===== config.mk =====
export PLATFORM = sky130hd
export DESIGN_NAME = http2_frame_receiver
export DESIGN_NICKNAME = d
export VERILOG_FILES = /design/src/hfr_pkg.sv /design/src/hfr_out_reg.sv /design/src/hfr_core.sv /design/src/http2_frame_receiver.sv
export SDC_FILE = /design/constraint.sdc
export NUM_CORES = 2
export LEC_CHECK = 0
export BUFFER_PORTS_ARGS = -buffer_cell sky130_fd_sc_hd__buf_2
export CAP_MARGIN = 25
export CORE_MARGIN = 2
export CORE_UTILIZATION = 45
export CTS_BUF_LIST = sky130_fd_sc_hd__clkbuf_16
export CTS_CLUSTER_SIZE = 14
export DETAILED_ROUTE_END_ITERATION = 10
export PLACE_DENSITY = 0.57
export RECOVER_POWER = 100
export REMOVE_ABC_BUFFERS = 1
export SYNTH_ARGS = -nofsm -noshare
export SYNTH_HDL_FRONTEND = slang
export SYNTH_HIERARCHICAL = 1
export SYNTH_SLANG_ARGS = --single-unit

===== constraint.sdc =====
create_clock -name aclk -period 15.4 [get_ports aclk]
set_clock_uncertainty 0.05 [all_clocks]
set_input_delay 1.54 -clock aclk [delete_from_list [all_inputs] [get_ports aclk]]
set_output_delay 1.54 -clock aclk [all_outputs]
set_load 0.01 [all_outputs]

===== src/hfr_pkg.sv =====
// Shared types, codes and byte tables of the HTTP/2 frame receiver.
// No dependencies; every module of the receiver imports this package.
package hfr_pkg;

    // Fixed lengths of the protocol.
    localparam int PREFACE_LEN      = 24;
    localparam int HDR_LEN          = 9;
    localparam int SRV_LEN          = 27;
    localparam int MAX_RESULTS      = 32;
    localparam int STREAM_SLOTS_DEF = 16;
    localparam int PING_BYTES_DEF   = 8;

    // Reset value of the peer's concurrent stream limit.
    localparam logic [31:0] MAX_STREAMS_RST = 32'd100;

    // Frame types and the one settings identifier that is kept.
    localparam logic [7:0]  FT_DATA          = 8'd0;
    localparam logic [7:0]  FT_HEADERS       = 8'd1;
    localparam logic [7:0]  FT_SETTINGS      = 8'd4;
    localparam logic [7:0]  FT_PING          = 8'd6;
    localparam logic [7:0]  FT_WINDOW_UPDATE = 8'd8;
    localparam logic [15:0] SET_MAX_STREAMS  = 16'd3;

    typedef enum logic [1:0] {
        KIND_TX    = 2'd0,
        KIND_DATA  = 2'd1,
        KIND_EVENT = 2'd2
    } kind_t;

    typedef enum logic [2:0] {
        EV_SETTINGS_ACK  = 3'd0,
        EV_PING_ACK      = 3'd1,
        EV_STREAM_OPENED = 3'd2,
        EV_TABLE_FULL    = 3'd3,
        EV_UNKNOWN_TYPE  = 3'd4,
        EV_PING_TOO_LONG = 3'd5,
        EV_WINDOW_UPDATE = 3'd6
    } event_t;

    typedef enum logic [1:0] {
        PH_PREFACE,
        PH_HEADER,
        PH_PAYLOAD
    } phase_t;

    typedef enum logic [1:0] {
        TX_SERVER,
        TX_ACK,
        TX_PING
    } tx_mode_t;

    typedef enum logic [3:0] {
        ST_IDLE,
        ST_START,
        ST_FEED,
        ST_FIN,
        ST_SCAN0,
        ST_SCAN,
        ST_SCAN_DONE,
        ST_TX,
        ST_RP_ADDR,
        ST_CE,
        ST_FLUSH
    } state_t;

    // One result item.
    typedef struct packed {
        kind_t       kind;
        logic [7:0]  out_byte;
        logic        frame_end;
        logic [30:0] stream_ref;
        logic        end_stream;
        event_t      event_code;
        logic        run_last;
    } res_t;

    // Client connection preface, byte by byte.
    function automatic logic [7:0] preface_byte(input logic [4:0] i);
        logic [7:0] b;
        case (i)
            5'd0:    b = 8'h50;
            5'd1:    b = 8'h52;
            5'd2:    b = 8'h49;
            5'd3:    b = 8'h20;
            5'd4:    b = 8'h2A;
            5'd5:    b = 8'h20;
            5'd6:    b = 8'h48;
            5'd7:    b = 8'h54;
            5'd8:    b = 8'h54;
            5'd9:    b = 8'h50;
            5'd10:   b = 8'h2F;
            5'd11:   b = 8'h32;
            5'd12:   b = 8'h2E;
            5'd13:   b = 8'h30;
            5'd14:   b = 8'h0D;
            5'd15:   b = 8'h0A;
            5'd16:   b = 8'h0D;
            5'd17:   b = 8'h0A;
            5'd18:   b = 8'h53;
            5'd19:   b = 8'h4D;
            5'd20:   b = 8'h0D;
            5'd21:   b = 8'h0A;
            5'd22:   b = 8'h0D;
            5'd23:   b = 8'h0A;
            default: b = 8'h00;
        endcase
        return b;
    endfunction

    // Payload of the server SETTINGS frame: (1,4096), (2,0), (3,max streams).
    function automatic logic [7:0] srv_byte(input logic [4:0] j, input logic [31:0] pms);
        logic [7:0] b;
        case (j)
            5'd1:    b = 8'h01;
            5'd4:    b = 8'h10;
            5'd7:    b = 8'h02;
            5'd13:   b = 8'h03;
            5'd14:   b = pms[31:24];
            5'd15:   b = pms[23:16];
            5'd16:   b = pms[15:8];
            5'd17:   b = pms[7:0];
            default: b = 8'h00;
        endcase
        return b;
    endfunction

    // Byte i of a 9-byte frame header.
    function automatic logic [7:0] hdr_byte(input logic [3:0] i, input logic [23:0] len,
                                            input logic [7:0] ftype, input logic [7:0] flags,
                                            input logic [30:0] stream);
        logic [7:0] b;
        case (i)
            4'd0:    b = len[23:16];
            4'd1:    b = len[15:8];
            4'd2:    b = len[7:0];
            4'd3:    b = ftype;
            4'd4:    b = flags;
            4'd5:    b = {1'b0, stream[30:24]};
            4'd6:    b = stream[23:16];
            4'd7:    b = stream[15:8];
            4'd8:    b = stream[7:0];
            default: b = 8'h00;
        endcase
        return b;
    endfunction

endpackage


===== src/hfr_out_reg.sv =====
// Output register of the frame receiver: holds one result transaction so that
// the sequencer can hand it over while the consumer stalls. Depends on hfr_pkg.
module hfr_out_reg (
    input  logic          aclk,
    input  logic          aresetn,
    input  logic          in_valid,
    output logic          in_ready,
    input  hfr_pkg::res_t in_res,
    output logic          out_valid,
    input  logic          out_ready,
    output hfr_pkg::res_t out_res
);
    import hfr_pkg::*;

    logic valid_reg;
    res_t res_reg;

    // The register takes a new result whenever it is empty or being emptied.
    assign in_ready  = !valid_reg || out_ready;
    assign out_valid = valid_reg;
    assign out_res   = res_reg;

    always_ff @(posedge aclk) begin
        if (!aresetn) begin
            valid_reg <= 1'b0;
        end else if (in_ready) begin
            valid_reg <= in_valid;
        end
    end

    always_ff @(posedge aclk) begin
        if (in_ready && in_valid) begin
            res_reg <= in_res;
        end
    end

endmodule


===== src/hfr_core.sv =====
// Sequencer of the frame receiver: preface check, header and payload parsing,
// stream table and frame transmission around two memories. Depends on hfr_pkg.
module hfr_core #(
    parameter int STREAM_SLOTS = hfr_pkg::STREAM_SLOTS_DEF,
    parameter int PING_BYTES   = hfr_pkg::PING_BYTES_DEF
) (
    input  logic          aclk,
    input  logic          aresetn,
    input  logic          in_valid,
    output logic          in_ready,
    input  logic [7:0]    in_byte,
    input  logic          in_last,
    output logic          push_valid,
    input  logic          push_ready,
    output hfr_pkg::res_t push_res
);
    import hfr_pkg::*;

    localparam int BDEPTH = PREFACE_LEN + PING_BYTES;
    localparam int BW     = $clog2(BDEPTH);
    localparam int IW     = (STREAM_SLOTS > 1) ? $clog2(STREAM_SLOTS) : 1;
    localparam int TX_MAX = (HDR_LEN + PING_BYTES > SRV_LEN) ? HDR_LEN + PING_BYTES : SRV_LEN;
    localparam int TW     = $clog2(TX_MAX + 1);
    localparam int CW     = $clog2(MAX_RESULTS + 1);

    // Control state.
    state_t                  state_reg, state_next;
    phase_t                  phase_reg, phase_next;
    logic                    cstart_reg, cstart_next;
    logic [4:0]              pidx_reg, pidx_next;
    logic [63:0]             hs_reg, hs_next;
    logic [3:0]              hc_reg, hc_next;
    logic [23:0]             prem_reg, prem_next;
    logic [2:0]              ec_reg, ec_next;
    logic                    dk_reg, dk_next;
    logic                    pmask_reg, pmask_next;
    logic [31:0]             pms_reg, pms_next;
    logic                    rp_active_reg, rp_active_next;
    logic [STREAM_SLOTS-1:0] slot_valid_reg, slot_valid_next;

    // Datapath registers.
    logic [47:0]   es_reg, es_next;
    logic [23:0]   fr_len_reg, fr_len_next;
    logic [7:0]    fr_type_reg, fr_type_next;
    logic [7:0]    fr_flags_reg, fr_flags_next;
    logic [30:0]   fr_stream_reg, fr_stream_next;
    logic [31:0]   pend_reg, pend_next;
    logic [7:0]    byte_reg, byte_next;
    logic          ce_reg, ce_next;
    logic [4:0]    rp_i_reg, rp_i_next;
    logic [4:0]    rp_n_reg, rp_n_next;
    tx_mode_t      tx_mode_reg, tx_mode_next;
    logic [TW-1:0] tx_i_reg, tx_i_next;
    logic [IW-1:0] sc_i_reg, sc_i_next;
    logic          sc_found_reg, sc_found_next;
    logic          sc_ff_reg, sc_ff_next;
    logic [IW-1:0] sc_free_reg, sc_free_next;

    // Result hold register and per-transaction result count.
    res_t          hold_res_reg;
    logic          hold_valid_reg;
    logic [CW-1:0] cnt_reg;

    // Memories: preface hold and ping payload share the byte store.
    logic [7:0]  bmem [BDEPTH];
    logic [7:0]  bm_rdata;
    logic [30:0] smem [STREAM_SLOTS];
    logic [30:0] sm_rdata;

    logic          bm_we;
    logic [BW-1:0] bm_waddr, bm_raddr;
    logic [7:0]    bm_wdata;
    logic          sm_we;
    logic [IW-1:0] sm_raddr;

    logic    accept, emit_req, emit_go, flush_req, stall, do_ret;
    res_t    emit_res;
    logic [7:0]    fb;
    logic [63:0]   hs_sh;
    logic [3:0]    hc_inc;
    logic [47:0]   es_sh;
    logic [2:0]    ec_inc;
    logic [23:0]   pos;
    logic [23:0]   prem_dec;
    logic          hit;
    logic [TW-1:0] tx_total;
    logic [TW-1:0] ping_off;
    logic [7:0]    tx_byte;

    assign in_ready = (state_reg == ST_IDLE);
    assign accept   = in_valid && in_ready;
    assign fb       = rp_active_reg ? bm_rdata : byte_reg;
    assign hs_sh    = {hs_reg[55:0], fb};
    assign hc_inc   = hc_reg + 4'd1;
    assign es_sh    = {es_reg[39:0], fb};
    assign ec_inc   = ec_reg + 3'd1;
    assign pos      = fr_len_reg - prem_reg;
    assign prem_dec = prem_reg - 24'd1;
    assign hit      = slot_valid_reg[sc_i_reg] && (sm_rdata == fr_stream_reg);

    // Length and current byte of the frame being transmitted.
    always_comb begin
        case (tx_mode_reg)
            TX_SERVER: tx_total = TW'(SRV_LEN);
            TX_PING:   tx_total = TW'(HDR_LEN) + TW'(fr_len_reg);
            default:   tx_total = TW'(HDR_LEN);
        endcase
        ping_off = tx_i_reg - TW'(HDR_LEN - 1);
        if (tx_i_reg < TW'(HDR_LEN - 1) || ping_off >= TW'(PING_BYTES)) begin
            ping_off = '0;
        end
        if (tx_i_reg < TW'(HDR_LEN)) begin
            case (tx_mode_reg)
                TX_SERVER: tx_byte = hdr_byte(tx_i_reg[3:0], 24'd18, FT_SETTINGS, 8'd0, 31'd0);
                TX_PING:   tx_byte = hdr_byte(tx_i_reg[3:0], fr_len_reg, FT_PING, 8'd1,
                                              fr_stream_reg);
                default:   tx_byte = hdr_byte(tx_i_reg[3:0], 24'd0, FT_SETTINGS, 8'd1, 31'd0);
            endcase
        end else if (tx_mode_reg == TX_SERVER) begin
            tx_byte = srv_byte(5'(tx_i_reg - TW'(HDR_LEN)), pms_reg);
        end else begin
            tx_byte = bm_rdata;
        end
    end

    // Next state, memory accesses and result requests.
    always_comb begin
        state_next      = state_reg;
        phase_next      = phase_reg;
        cstart_next     = cstart_reg;
        pidx_next       = pidx_reg;
        hs_next         = hs_reg;
        hc_next         = hc_reg;
        prem_next       = prem_reg;
        ec_next         = ec_reg;
        dk_next         = dk_reg;
        pmask_next      = pmask_reg;
        pms_next        = pms_reg;
        rp_active_next  = rp_active_reg;
        slot_valid_next = slot_valid_reg;
        es_next         = es_reg;
        fr_len_next     = fr_len_reg;
        fr_type_next    = fr_type_reg;
        fr_flags_next   = fr_flags_reg;
        fr_stream_next  = fr_stream_reg;
        pend_next       = pend_reg;
        byte_next       = byte_reg;
        ce_next         = ce_reg;
        rp_i_next       = rp_i_reg;
        rp_n_next       = rp_n_reg;
        tx_mode_next    = tx_mode_reg;
        tx_i_next       = tx_i_reg;
        sc_i_next       = sc_i_reg;
        sc_found_next   = sc_found_reg;
        sc_ff_next      = sc_ff_reg;
        sc_free_next    = sc_free_reg;
        bm_we           = 1'b0;
        bm_waddr        = BW'(pidx_reg);
        bm_wdata        = byte_reg;
        bm_raddr        = BW'(rp_i_reg);
        sm_we           = 1'b0;
        sm_raddr        = '0;
        emit_req        = 1'b0;
        emit_res        = '0;
        emit_res.stream_ref = fr_stream_reg;
        flush_req       = 1'b0;
        do_ret          = 1'b0;

        case (state_reg)
            ST_IDLE: begin
                if (accept) begin
                    byte_next  = in_byte;
                    ce_next    = in_last;
                    state_next = ST_START;
                    if (cstart_reg) begin
                        cstart_next = 1'b0;
                        phase_next  = PH_PREFACE;
                        pidx_next   = 5'd0;
                    end
                end
            end

            // Preface check, or hand the byte to the parser.
            ST_START: begin
                if (phase_reg == PH_PREFACE) begin
                    bm_we     = 1'b1;
                    pidx_next = pidx_reg + 5'd1;
                    if (byte_reg != preface_byte(pidx_reg)) begin
                        rp_active_next = 1'b1;
                        rp_i_next      = 5'd0;
                        rp_n_next      = pidx_reg + 5'd1;
                        phase_next     = PH_HEADER;
                        state_next     = ST_RP_ADDR;
                    end else if (pidx_reg == 5'(PREFACE_LEN - 1)) begin
                        phase_next   = PH_HEADER;
                        tx_mode_next = TX_SERVER;
                        tx_i_next    = '0;
                        state_next   = ST_TX;
                    end else begin
                        state_next = ST_CE;
                    end
                end else begin
                    state_next = ST_FEED;
                end
            end

            ST_RP_ADDR: begin
                state_next = ST_FEED;
            end

            // One byte through the header or payload parser.
            ST_FEED: begin
                if (phase_reg != PH_PAYLOAD) begin
                    hs_next = hs_sh;
                    hc_next = hc_inc;
                    if (hc_inc == 4'd3) begin
                        fr_len_next = hs_sh[23:0];
                    end
                    if (hc_inc == 4'(HDR_LEN)) begin
                        hc_next        = 4'd0;
                        hs_next        = '0;
                        fr_type_next   = hs_sh[47:40];
                        fr_flags_next  = hs_sh[39:32];
                        fr_stream_next = hs_sh[30:0];
                        prem_next      = fr_len_reg;
                        es_next        = '0;
                        ec_next        = 3'd0;
                        pmask_next     = 1'b0;
                        if (hs_sh[47:40] == FT_DATA) begin
                            state_next = ST_SCAN0;
                        end else begin
                            dk_next = 1'b0;
                            if (fr_len_reg == 24'd0) begin
                                state_next = ST_FIN;
                            end else begin
                                phase_next = PH_PAYLOAD;
                                do_ret     = 1'b1;
                            end
                        end
                    end else begin
                        do_ret = 1'b1;
                    end
                end else begin
                    prem_next = prem_dec;
                    if (fr_type_reg == FT_SETTINGS && !fr_flags_reg[0]) begin
                        es_next = es_sh;
                        ec_next = ec_inc;
                        if (ec_inc == 3'd6) begin
                            ec_next = 3'd0;
                            if (es_sh[47:32] == SET_MAX_STREAMS) begin
                                pend_next  = es_sh[31:0];
                                pmask_next = 1'b1;
                            end
                        end
                    end else if (fr_type_reg == FT_PING && !fr_flags_reg[0]) begin
                        if (pos < 24'(PING_BYTES)) begin
                            bm_we    = 1'b1;
                            bm_waddr = BW'(PREFACE_LEN) + BW'(pos);
                            bm_wdata = fb;
                        end
                    end else if (fr_type_reg == FT_DATA && dk_reg) begin
                        emit_req            = 1'b1;
                        emit_res.kind       = KIND_DATA;
                        emit_res.out_byte   = fb;
                        emit_res.frame_end  = (prem_dec == 24'd0);
                        emit_res.end_stream = fr_flags_reg[0];
                    end
                    if (prem_dec == 24'd0) begin
                        state_next = ST_FIN;
                    end else begin
                        do_ret = 1'b1;
                    end
                end
            end

            // Action of a completed frame.
            ST_FIN: begin
                phase_next    = PH_HEADER;
                emit_res.kind = KIND_EVENT;
                case (fr_type_reg)
                    FT_SETTINGS: begin
                        if (fr_flags_reg[0]) begin
                            emit_req            = 1'b1;
                            emit_res.event_code = EV_SETTINGS_ACK;
                            do_ret              = 1'b1;
                        end else begin
                            if (pmask_reg) begin
                                pms_next = pend_reg;
                            end
                            tx_mode_next = TX_ACK;
                            tx_i_next    = '0;
                            state_next   = ST_TX;
                        end
                    end
                    FT_PING: begin
                        if (fr_flags_reg[0]) begin
                            emit_req            = 1'b1;
                            emit_res.event_code = EV_PING_ACK;
                            do_ret              = 1'b1;
                        end else if (fr_len_reg > 24'(PING_BYTES)) begin
                            emit_req            = 1'b1;
                            emit_res.event_code = EV_PING_TOO_LONG;
                            do_ret              = 1'b1;
                        end else begin
                            tx_mode_next = TX_PING;
                            tx_i_next    = '0;
                            state_next   = ST_TX;
                        end
                    end
                    FT_HEADERS: begin
                        state_next = ST_SCAN0;
                    end
                    FT_DATA: begin
                        do_ret = 1'b1;
                    end
                    FT_WINDOW_UPDATE: begin
                        emit_req            = 1'b1;
                        emit_res.event_code = EV_WINDOW_UPDATE;
                        do_ret              = 1'b1;
                    end
                    default: begin
                        emit_req            = 1'b1;
                        emit_res.event_code = EV_UNKNOWN_TYPE;
                        do_ret              = 1'b1;
                    end
                endcase
            end

            // Stream table scan, one entry a cycle, each entry read in the cycle before.
            ST_SCAN0: begin
                sm_raddr      = '0;
                sc_i_next     = '0;
                sc_found_next = 1'b0;
                sc_ff_next    = 1'b0;
                state_next    = ST_SCAN;
            end

            ST_SCAN: begin
                if (!slot_valid_reg[sc_i_reg] && !sc_ff_reg) begin
                    sc_ff_next   = 1'b1;
                    sc_free_next = sc_i_reg;
                end
                if (hit || sc_i_reg == IW'(STREAM_SLOTS - 1)) begin
                    sc_found_next = hit;
                    state_next    = ST_SCAN_DONE;
                end else begin
                    sc_i_next = sc_i_reg + IW'(1);
                    sm_raddr  = sc_i_reg + IW'(1);
                end
            end

            ST_SCAN_DONE: begin
                if (fr_type_reg == FT_DATA) begin
                    dk_next = sc_found_reg;
                    if (fr_len_reg == 24'd0) begin
                        state_next = ST_FIN;
                    end else begin
                        phase_next = PH_PAYLOAD;
                        do_ret     = 1'b1;
                    end
                end else begin
                    emit_req            = 1'b1;
                    emit_res.kind       = KIND_EVENT;
                    emit_res.event_code = EV_STREAM_OPENED;
                    do_ret              = 1'b1;
                    if (!sc_found_reg) begin
                        if (sc_ff_reg) begin
                            sm_we                        = 1'b1;
                            slot_valid_next[sc_free_reg] = 1'b1;
                        end else begin
                            emit_res.event_code = EV_TABLE_FULL;
                        end
                    end
                end
            end

            // Frame transmission, one byte a cycle unless the output register stalls.
            ST_TX: begin
                bm_raddr           = BW'(PREFACE_LEN) + BW'(ping_off);
                emit_req           = 1'b1;
                emit_res.kind      = KIND_TX;
                emit_res.out_byte  = tx_byte;
                emit_res.frame_end = (tx_i_reg == tx_total - TW'(1));
                emit_res.stream_ref = (tx_mode_reg == TX_PING) ? fr_stream_reg : 31'd0;
                if (tx_i_reg == tx_total - TW'(1)) begin
                    do_ret = 1'b1;
                end else begin
                    tx_i_next = tx_i_reg + TW'(1);
                end
            end

            // Chunk end: replay an unfinished preface, then drop partial frames; then flush.
            ST_CE: begin
                if (ce_reg && phase_reg == PH_PREFACE) begin
                    rp_active_next = 1'b1;
                    rp_i_next      = 5'd0;
                    rp_n_next      = pidx_reg;
                    phase_next     = PH_HEADER;
                    state_next     = ST_RP_ADDR;
                end else begin
                    if (ce_reg) begin
                        phase_next  = PH_HEADER;
                        hc_next     = 4'd0;
                        hs_next     = '0;
                        prem_next   = 24'd0;
                        cstart_next = 1'b1;
                    end
                    state_next = ST_FLUSH;
                end
            end

            ST_FLUSH: begin
                flush_req  = 1'b1;
                state_next = ST_IDLE;
            end

            default: begin
                state_next = ST_IDLE;
            end
        endcase

        // Return from the parser: next held byte of a replay, or chunk end.
        if (do_ret) begin
            if (rp_active_reg && (rp_i_reg + 5'd1 < rp_n_reg)) begin
                rp_i_next  = rp_i_reg + 5'd1;
                state_next = ST_RP_ADDR;
            end else begin
                rp_active_next = 1'b0;
                state_next     = ST_CE;
            end
        end
    end

    // A new result displaces the held one; the last of a transaction leaves at flush.
    assign emit_go    = emit_req && (cnt_reg < CW'(MAX_RESULTS));
    assign push_valid = hold_valid_reg && (emit_go || flush_req);
    assign stall      = push_valid && !push_ready;

    always_comb begin
        push_res          = hold_res_reg;
        push_res.run_last = flush_req;
    end

    // Control registers.
    always_ff @(posedge aclk) begin
        if (!aresetn) begin
            state_reg      <= ST_IDLE;
            phase_reg      <= PH_PREFACE;
            cstart_reg     <= 1'b1;
            pidx_reg       <= 5'd0;
            hs_reg         <= '0;
            hc_reg         <= 4'd0;
            prem_reg       <= 24'd0;
            ec_reg         <= 3'd0;
            dk_reg         <= 1'b0;
            pmask_reg      <= 1'b0;
            pms_reg        <= MAX_STREAMS_RST;
            rp_active_reg  <= 1'b0;
            slot_valid_reg <= '0;
        end else if (!stall) begin
            state_reg      <= state_next;
            phase_reg      <= phase_next;
            cstart_reg     <= cstart_next;
            pidx_reg       <= pidx_next;
            hs_reg         <= hs_next;
            hc_reg         <= hc_next;
            prem_reg       <= prem_next;
            ec_reg         <= ec_next;
            dk_reg         <= dk_next;
            pmask_reg      <= pmask_next;
            pms_reg        <= pms_next;
            rp_active_reg  <= rp_active_next;
            slot_valid_reg <= slot_valid_next;
        end
    end

    // Datapath registers.
    always_ff @(posedge aclk) begin
        if (!stall) begin
            es_reg        <= es_next;
            fr_len_reg    <= fr_len_next;
            fr_type_reg   <= fr_type_next;
            fr_flags_reg  <= fr_flags_next;
            fr_stream_reg <= fr_stream_next;
            pend_reg      <= pend_next;
            byte_reg      <= byte_next;
            ce_reg        <= ce_next;
            rp_i_reg      <= rp_i_next;
            rp_n_reg      <= rp_n_next;
            tx_mode_reg   <= tx_mode_next;
            tx_i_reg      <= tx_i_next;
            sc_i_reg      <= sc_i_next;
            sc_found_reg  <= sc_found_next;
            sc_ff_reg     <= sc_ff_next;
            sc_free_reg   <= sc_free_next;
        end
    end

    // Result hold register and count.
    always_ff @(posedge aclk) begin
        if (!aresetn) begin
            hold_valid_reg <= 1'b0;
            cnt_reg        <= '0;
        end else if (accept) begin
            cnt_reg <= '0;
        end else if (!stall) begin
            if (emit_go) begin
                hold_valid_reg <= 1'b1;
                cnt_reg        <= cnt_reg + CW'(1);
            end else if (flush_req) begin
                hold_valid_reg <= 1'b0;
            end
        end
    end

    always_ff @(posedge aclk) begin
        if (!stall && emit_go) begin
            hold_res_reg <= emit_res;
        end
    end

    // Byte store; a read of an entry written in the same cycle returns the old byte.
    always_ff @(posedge aclk) begin
        if (!stall) begin
            if (bm_we) begin
                bmem[bm_waddr] <= bm_wdata;
            end
            bm_rdata <= bmem[bm_raddr];
        end
    end

    // Stream identifier table.
    always_ff @(posedge aclk) begin
        if (!stall) begin
            if (sm_we) begin
                smem[sc_free_reg] <= fr_stream_reg;
            end
            sm_rdata <= smem[sm_raddr];
        end
    end

`ifndef SYNTHESIS
    a_cnt_bound: assert property (@(posedge aclk) disable iff (!aresetn)
        cnt_reg <= CW'(MAX_RESULTS))
        else $error("result count beyond its limit");

    a_idle_no_hold: assert property (@(posedge aclk) disable iff (!aresetn)
        (state_reg == ST_IDLE) |-> !hold_valid_reg)
        else $error("result left in the hold register at idle");

    a_payload_left: assert property (@(posedge aclk) disable iff (!aresetn)
        (state_reg == ST_IDLE && phase_reg == PH_PAYLOAD) |-> (prem_reg != 24'd0))
        else $error("payload phase with nothing remaining");

    a_replay_range: assert property (@(posedge aclk) disable iff (!aresetn)
        (state_reg == ST_RP_ADDR) |-> (rp_i_reg < rp_n_reg))
        else $error("replay index beyond held bytes");

    a_hdr_count: assert property (@(posedge aclk) disable iff (!aresetn)
        hc_reg < 4'(HDR_LEN))
        else $error("header byte count out of range");
`endif

endmodule


===== src/http2_frame_receiver.sv =====
// Top level of the HTTP/2 frame receiver: stream ports, sequencer and output
// register. Depends on hfr_pkg, hfr_core and hfr_out_reg.
//
//  channel  dir  tdata                                   tuser     tlast
//  s_axis   in   rx_byte                                 -         chunk_end
//  m_axis   out  out_byte,frame_end,stream_ref,          kind      run_last
//                end_stream,event_code
//
// A received byte goes through the preface check or the parser; a completed
// frame adds its action and the transmission of any reply frame. Events and
// DATA bytes leave on the way. A replayed preface byte is read from the byte
// store, then parsed. A HEADERS frame or DATA header adds a stream table
// scan, one entry a cycle through the table memory.
// Reset is synchronous and needs no clearing pass: table valid bits are flops.
// A stalled result stops the sequencer until the output register drains.
module http2_frame_receiver #(
    parameter int STREAM_SLOTS = hfr_pkg::STREAM_SLOTS_DEF,
    parameter int PING_BYTES   = hfr_pkg::PING_BYTES_DEF
) (
    input  logic        aclk,
    input  logic        aresetn,
    input  logic        s_axis_tvalid,
    output logic        s_axis_tready,
    input  logic [7:0]  s_axis_tdata,   // [7:0] rx_byte
    input  logic        s_axis_tlast,
    output logic        m_axis_tvalid,
    input  logic        m_axis_tready,
    output logic [47:0] m_axis_tdata,   // [7:0] out_byte, [8] frame_end,
                                        // [39:9] stream_ref, [40] end_stream,
                                        // [43:41] event_code, [47:44] zero
    output logic [1:0]  m_axis_tuser,   // [1:0] kind
    output logic        m_axis_tlast
);
    import hfr_pkg::*;

    logic push_valid, push_ready;
    res_t push_res, out_res;

    hfr_core #(
        .STREAM_SLOTS (STREAM_SLOTS),
        .PING_BYTES   (PING_BYTES)
    ) u_core (
        .aclk       (aclk),
        .aresetn    (aresetn),
        .in_valid   (s_axis_tvalid),
        .in_ready   (s_axis_tready),
        .in_byte    (s_axis_tdata),
        .in_last    (s_axis_tlast),
        .push_valid (push_valid),
        .push_ready (push_ready),
        .push_res   (push_res)
    );

    hfr_out_reg u_out (
        .aclk      (aclk),
        .aresetn   (aresetn),
        .in_valid  (push_valid),
        .in_ready  (push_ready),
        .in_res    (push_res),
        .out_valid (m_axis_tvalid),
        .out_ready (m_axis_tready),
        .out_res   (out_res)
    );

    // Pack the result transaction onto the master side.
    assign m_axis_tdata = {4'd0, out_res.event_code, out_res.end_stream,
                           out_res.stream_ref, out_res.frame_end, out_res.out_byte};
    assign m_axis_tuser = out_res.kind;
    assign m_axis_tlast = out_res.run_last;

endmodule


; ---- Word-level counts from Yosys, hierarchy flattened
; Memories as Yosys holds them, arrays and structs flattened. A register that Yosys moved wholly into a read port is not among the register bits.
; Cells that the tools add are included.
[classes]
add_sub_neg = 15
order_cmp = 10
n_eq_ne = 76
mux = 196
bitwise_logic = 10
n_reduce_logical = 75
[op_table]
columns = cell, count
row1 = $mux W40, 7
row2 = $mux W5, 27
row3 = $mux W24, 4
row4 = $mux W4, 24
row5 = $mux W8, 10
row6 = $pmux W40 S2, 1
row7 = $pmux W8 S9, 1
row8 = $pmux W8 S8, 1
row9 = $mux W31, 2
row10 = $mux W1, 56
row11 = $pmux W5 S2, 5
row12 = $logic_not A24 Y1, 2
row13 = $pmux W24 S2, 1
row14 = $mux W2, 20
row15 = $pmux W4 S10, 1
row16 = $reduce_and A5 Y1, 7
row17 = $mux W11, 3
row18 = $eq A4 B3 Y1 const B, 8
row19 = $eq A31 B31 Y1, 1
row20 = $eq A4 B4 Y1 const B, 6
row21 = $gt A24 B4 Y1 const B, 1
row22 = $lt A24 B4 Y1 const B, 1
row23 = $mux W3, 8
row24 = $sub A24 B1 Y24 const B, 1
row25 = 74 further kinds, 184
[totals]
regBits = 407
mem_bits_rw = 752
rom_bits = 304
out_inout_bits = 53
elab_cells = 432
memories = 5
[memory_table]
columns = name, depth, word_bits, rd, rd_ports_with_merged_regs, wr, line_no
row1 = u_core.smem, 16, 31, 1, 1, 1, hfr_core.sv:67  ; logic [30:0] smem [STREAM_SLOTS];
row2 = u_core.bmem, 32, 8, 1, 1, 1, hfr_core.sv:65  ; logic [7:0] bmem [BDEPTH];
row3 = (no name shown), 32, 7, 1, 1, 0, hfr_pkg.sv:80  ; case (i)
row4 = (no name shown), 16, 3, 1, 1, 0, hfr_pkg.sv:132  ; case (i)
row5 = (no name shown), 16, 2, 1, 1, 0, hfr_pkg.sv:132

; ---- Longest topological paths before layout
[depth]
word_depth = 15
mapped_depth = 16

; ---- Modules after synthesis
; Netlist, hierarchy kept.
[by_module_without_submodules]
columns = module, n_inst, cells_each, area_per_inst_um2, seq_area_each_um2
row1 = hfr_core, 1, 4173, 50269.5, 33342.0
row2 = hfr_out_reg, 1, 52, 1468.9, 1431.4
row3 = http2_frame_receiver, 1, 5, 33.8, 0.0

; ---- Least setup slack after synthesis
; No wires, ideal clock.
[synth_timing]
path_kind = input -> register
startpoint = input m_axis_tready
endpoint = memory u_core.smem[0][0] (enable)
t_arrival_ns = 4.529
t_required_ns = 14.890
slack_ns = 10.360
stages = 6
path_cell_list = nand2b_4 > nor2b_1 > o21a_1 > clkbuf_1 > clkbuf_1 > nor3_1
[synth_via]
elab_chain_len = 5
[synth_lines]
columns = element, line_no
row1 = start: declaration, http2_frame_receiver.sv:27  ; input logic m_axis_tready,
row2 = $logic_or A1 B1 Y1, hfr_out_reg.sv:19  ; assign in_ready = !valid_reg || out_ready;
row3 = $logic_not A1 Y1, hfr_core.sv:437  ; assign stall = push_valid && !push_ready;
row4 = $logic_and A1 B1 Y1, hfr_core.sv:437
row5 = $mux W1, hfr_core.sv:534  ; if (!stall) begin
row6 = $mux W1 (not written as such), hfr_core.sv:536  ; smem[sc_free_reg] <= fr_stream_reg;
row7 = end: declaration, hfr_core.sv:67
; Every way passes these cells.

; ---- Worst setup path after layout
[layout_timing]
startpoint = register u_core.phase_reg[0]
endpoint = register u_core.hc_reg[2]
[layout_via]
elab_chain_len = 9
elab_cells_between_ends = 13
[layout_lines]
columns = element, line_no
row1 = start: declaration, hfr_core.sv:28  ; phase_t phase_reg, phase_next;
row2 = start signal: assignment, hfr_core.sv:462  ; phase_reg <= phase_next;
row3 = $ne A2 B2 Y1, hfr_core.sv:213  ; if (phase_reg != PH_PAYLOAD) begin
row4 = $mux W1, hfr_core.sv:213
row5 = $pmux W1 S4, hfr_core.sv:169  ; case (state_reg)
row6 = $logic_and A1 B1 Y1, hfr_core.sv:435  ; assign emit_go = emit_req && (cnt_reg < CW'(MAX_RESULTS));
row7 = $logic_or A1 B1 Y1, hfr_core.sv:436  ; assign push_valid = hold_valid_reg && (emit_go || flush_req);
row8 = $logic_and A1 B1 Y1, hfr_core.sv:436
row9 = $logic_and A1 B1 Y1, hfr_core.sv:437
row10 = $not A1 Y1 (no source line), --
row11 = $reduce_and A5 Y1 (no source line) (*), --
row12 = end signal: assignment, hfr_core.sv:466  ; hc_reg <= hc_next;
row13 = end: declaration, hfr_core.sv:32  ; logic [3:0] hc_reg, hc_next;
; Every way passes the cells marked *; elsewhere a longest branch is shown, timed or not.
; A chain may end at the register's enable or synchronous reset.

==> results.sh <==
export IMPL_critPathSlowestCell="clkbuf_1"
export IMPL_finalCritPeriodShare=0.572
export IMPL_critPathTopFamily="buffers and inverters"
export IMPL_h_tree_depth=4
export IMPL_hold_violations=0
export IMPL_place_congestion=0.883
export IMPL_cp_required_ns=15.97
export IMPL_finalSetupTns_ns=0
export IMPL_vias=35179
export IMPL_cpMostUsedCell="clkbuf_1"
export IMPL_fp_row_count=124
export IMPL_grt_ovfl_total=0
export IMPL_fp_dieH_um=343
export IMPL_cts_resized=0
export IMPL_yosysUniqueCellTypes=91
export IMPL_start_util=0.453
export IMPL_ctsHoldBuffers=0
export IMPL_hp_class="register to register"
export IMPL_p_int_mw=5.82
export IMPL_antenna_found_initial=3
export IMPL_fillers=10031
export IMPL_grt_pass1_vias=33449
export IMPL_syn_avg_cell_area_um2=12.2
export IMPL_cts_sinks=1209
export IMPL_largest_register="u_core/smem"
export IMPL_largest_reg_flops=496
export IMPL_die_width_um=343
export IMPL_max_slew_margin_rel=-1.92
export IMPL_ys_seq_area_frac=0.672
export IMPL_rsz0062_at_grt="false"
export IMPL_share_comb_of_total_power=0.167
export IMPL_critPathKind="register to register"
export IMPL_max_freq_ghz=0.114
export IMPL_placed_cell_area_mm2=0.0540
export IMPL_clock_path_buffers=3
export IMPL_switching_power_mw=2.39
export IMPL_ios=66
export IMPL_crit_chain="nand2b_1, clkbuf_1, nor2_1, a41oi_1, a31oi_1, o21a_1, inv_1, clkbuf_1, nand3b_1, clkbuf_1, o21ai_0, a21boi_0"
export IMPL_syn_cell_area_mm2=0.0518
export IMPL_yosysWarnings=6
export IMPL_cts_root_buf="clkbuf_16"
export IMPL_min_from="u_core/push_res[36]$_SDFFCE_PN0P_"
export IMPL_grt_total_usage=0.254
export IMPL_clk_pin_slew_ns=0.06
export IMPL_drt_first_iter_violations=4055
export IMPL_fin_ws_ns=6.60
export IMPL_cts_setup_buffers=0
export IMPL_async_flop_share=0
export IMPL_ys_ff_latch=1209
export IMPL_violations="max-capacitance violations, max-slew violations"
export IMPL_portBuffers=61
export IMPL_cts_tree="built"
export IMPL_synth_top_area_cell="edfxtp_1"
export IMPL_grt_pass1_wl_um=221000
export IMPL_max_cap_violations=37
export IMPL_seqPwrFrac=0.466
export IMPL_antenna_left=0
export IMPL_min_period_ns=8.80
export IMPL_rr_startpoint="u_core/phase_reg[0]$_SDFFE_PN0P_"
export IMPL_syn_instance_count=4230
export IMPL_syn2layout_area_growth_pct=11.2
export IMPL_vdd_drop_max_v=0.000109
export IMPL_hpwl_um=89100
export IMPL_mostFrequentLayoutCells="edfxtp_1 (1056), nand2_1 (715), nand3_1 (263)"
export IMPL_final_layout_size_suffix_gt1_frac=0.0612
export IMPL_synth_edf_count=1056
export IMPL_synth_area_top_cells="edfxtp_1 (61%), dfxtp_1 (5.9%), nand2_1 (5.2%)"
export IMPL_startpoint_type="register"
export IMPL_tightest_slew_ns=4.39
export IMPL_clockPowerShare=0.366
export IMPL_grt_max_degree=101
export IMPL_dieArea_mm2=0.118
export IMPL_powerDensity_mw_per_mm2=143
export IMPL_p_sw_frac=0.291
export IMPL_drc=0
export IMPL_crit_arrival_ns=9.38
export IMPL_setup_viol=0
export IMPL_core_region_area_mm2=0.114
export IMPL_wire_per_inst_um=25.6
export IMPL_multi_input_area_mm2=0.0157
export IMPL_via_per_inst=5.98
export IMPL_dpl_worst_slack_ns=9.95
export IMPL_critPathMaxStageDelay_ns=3.08
export IMPL_numCtsBuffers=131
export IMPL_drtPass1Iterations=5
export IMPL_crit_fanout=48
export IMPL_report_final_slew_viol_count=1275
export IMPL_drt_total_wl_um=150000
export IMPL_final_common_cell="edfxtp_1"
export IMPL_seqCellArea_mm2=0.0348
export IMPL_nets=4328
export IMPL_p_leak_nw=19.2
export IMPL_clock_latency_ns=0.76
export IMPL_ys_flop_type="edfxtp_1"
export IMPL_crit_path_end_kind="register"
export IMPL_netlist_area_leader_share=0.612
export IMPL_path_buf_inv=4
export IMPL_design_area_mm2=0.0576
export IMPL_cp_startpoint="u_core/phase_reg[0]$_SDFFE_PN0P_"
export IMPL_status="finished with violations"
cell usage after synthesis (all sizes together), types with 12 or more instances:
| cell | count |
|---|---|
| a22oi | 12 |
| o21ai | 212 |
| a211oi | 91 |
| a222oi | 15 |
| o211ai | 45 |
| xnor2 | 56 |
| inv | 76 |
| edfxtp | 1056 |
| nor2 | 142 |
| buf | 28 |
| a311oi | 35 |
| a21boi | 89 |
| o221ai | 31 |
| a21o | 15 |
| a21oi | 86 |
| or3 | 14 |
| nor2b | 52 |
| ha | 57 |
| dfxtp | 153 |
| a211o | 14 |
| nand3 | 264 |
| o2111ai | 45 |
| o21a | 27 |
| clkbuf | 253 |
| nor3 | 87 |
| a31oi | 89 |
| nand2b | 25 |
| nand4 | 26 |
| a221oi | 13 |
| nand2 | 717 |
| o22ai | 46 |
| xor2 | 22 |
| mux2i | 18 |
| and3 | 20 |
| and2 | 116 |
| nor4 | 29 |
per-layer routing:
layer | global-route usage | vias to the layer above | wire length (um)
li1 | - | 15995 | -
met5 | 0 | - | 13
met1 | 0.362 | 17485 | 65000
met2 | 0.394 | 1443 | 68800
met4 | 0.0832 | 2 | 4740
met3 | 0.0447 | 254 | 11700
cells by family (layout without fill, tap and decap cells):
| group | count (synthesis) | in the layout | synth area share |
|---|---|---|---|
| and+or+nand+nor | 1543 | 1543 | 0.139 |
| DFF | 1209 | 1209 | 0.672 |
| AOI/OAI and AO/OA | 950 | 950 | 0.127 |
| buffers and inverters | 357 | 487 | 0.0266 |
| xor gates and xnor gates | 78 | 78 | 0.0132 |
| adders and majority gates | 58 | 58 | 0.0142 |
| muxes | 34 | 34 | 0.00819 |
| other | 1 | 7 | 0.0000724 |
metrics by stage:
step	utilization	power, mW	hold WS, ns	cells
2_1_floorplan	-	4.77	0.350	3952
3_3_place_gp	0.472	5.25	0.354	5629
3_5_place_dp	0.473	5.25	0.355	5633
4_1_cts	0.509	8.26	0.368	5872
5_1_grt	0.504	8.54	0.372	5875
6_report	0.504	8.21	0.366	5878
final timing paths:
path | slack [ns] | endpoint | depth (start not counted)
hold reg to reg | 0.37 | u_out/out_res[36]$_DFFE_PP_ | 0
setup / recovery | 6.60 | u_core/hc_reg[2]$_SDFFE_PN0P_ | 12
hold / removal | 0.37 | u_out/out_res[36]$_DFFE_PP_ | 0
setup reg to reg | 6.60 | u_core/hc_reg[2]$_SDFFE_PN0P_ | 12
cell type report:
type                    count  area share
well taps                1512      0.0329
clock inverters           104      0.0132
clock buffers             135      0.0587
flip-flops and latches   1209       0.604
inverters                  76     0.00498
repair buffers            172      0.0133
diodes                      3    0.000130
multi-input cells        2667       0.273
power by group through the flow:
| stage | clock network (mW) | registers, mW | logic [mW] |
|---|---|---|---|
| after floorplan | 0 | 3.84 | 0.933 |
| final | 3.01 | 3.83 | 1.37 |
| after CTS | 3.07 | 3.82 | 1.37 |
| after global placement | 0 | 3.89 | 1.35 |
| after detailed placement | 0 | 3.89 | 1.36 |
| after global routing | 3.19 | 3.84 | 1.51 |
No activity file was read; power rests on OpenSTA's default activity.
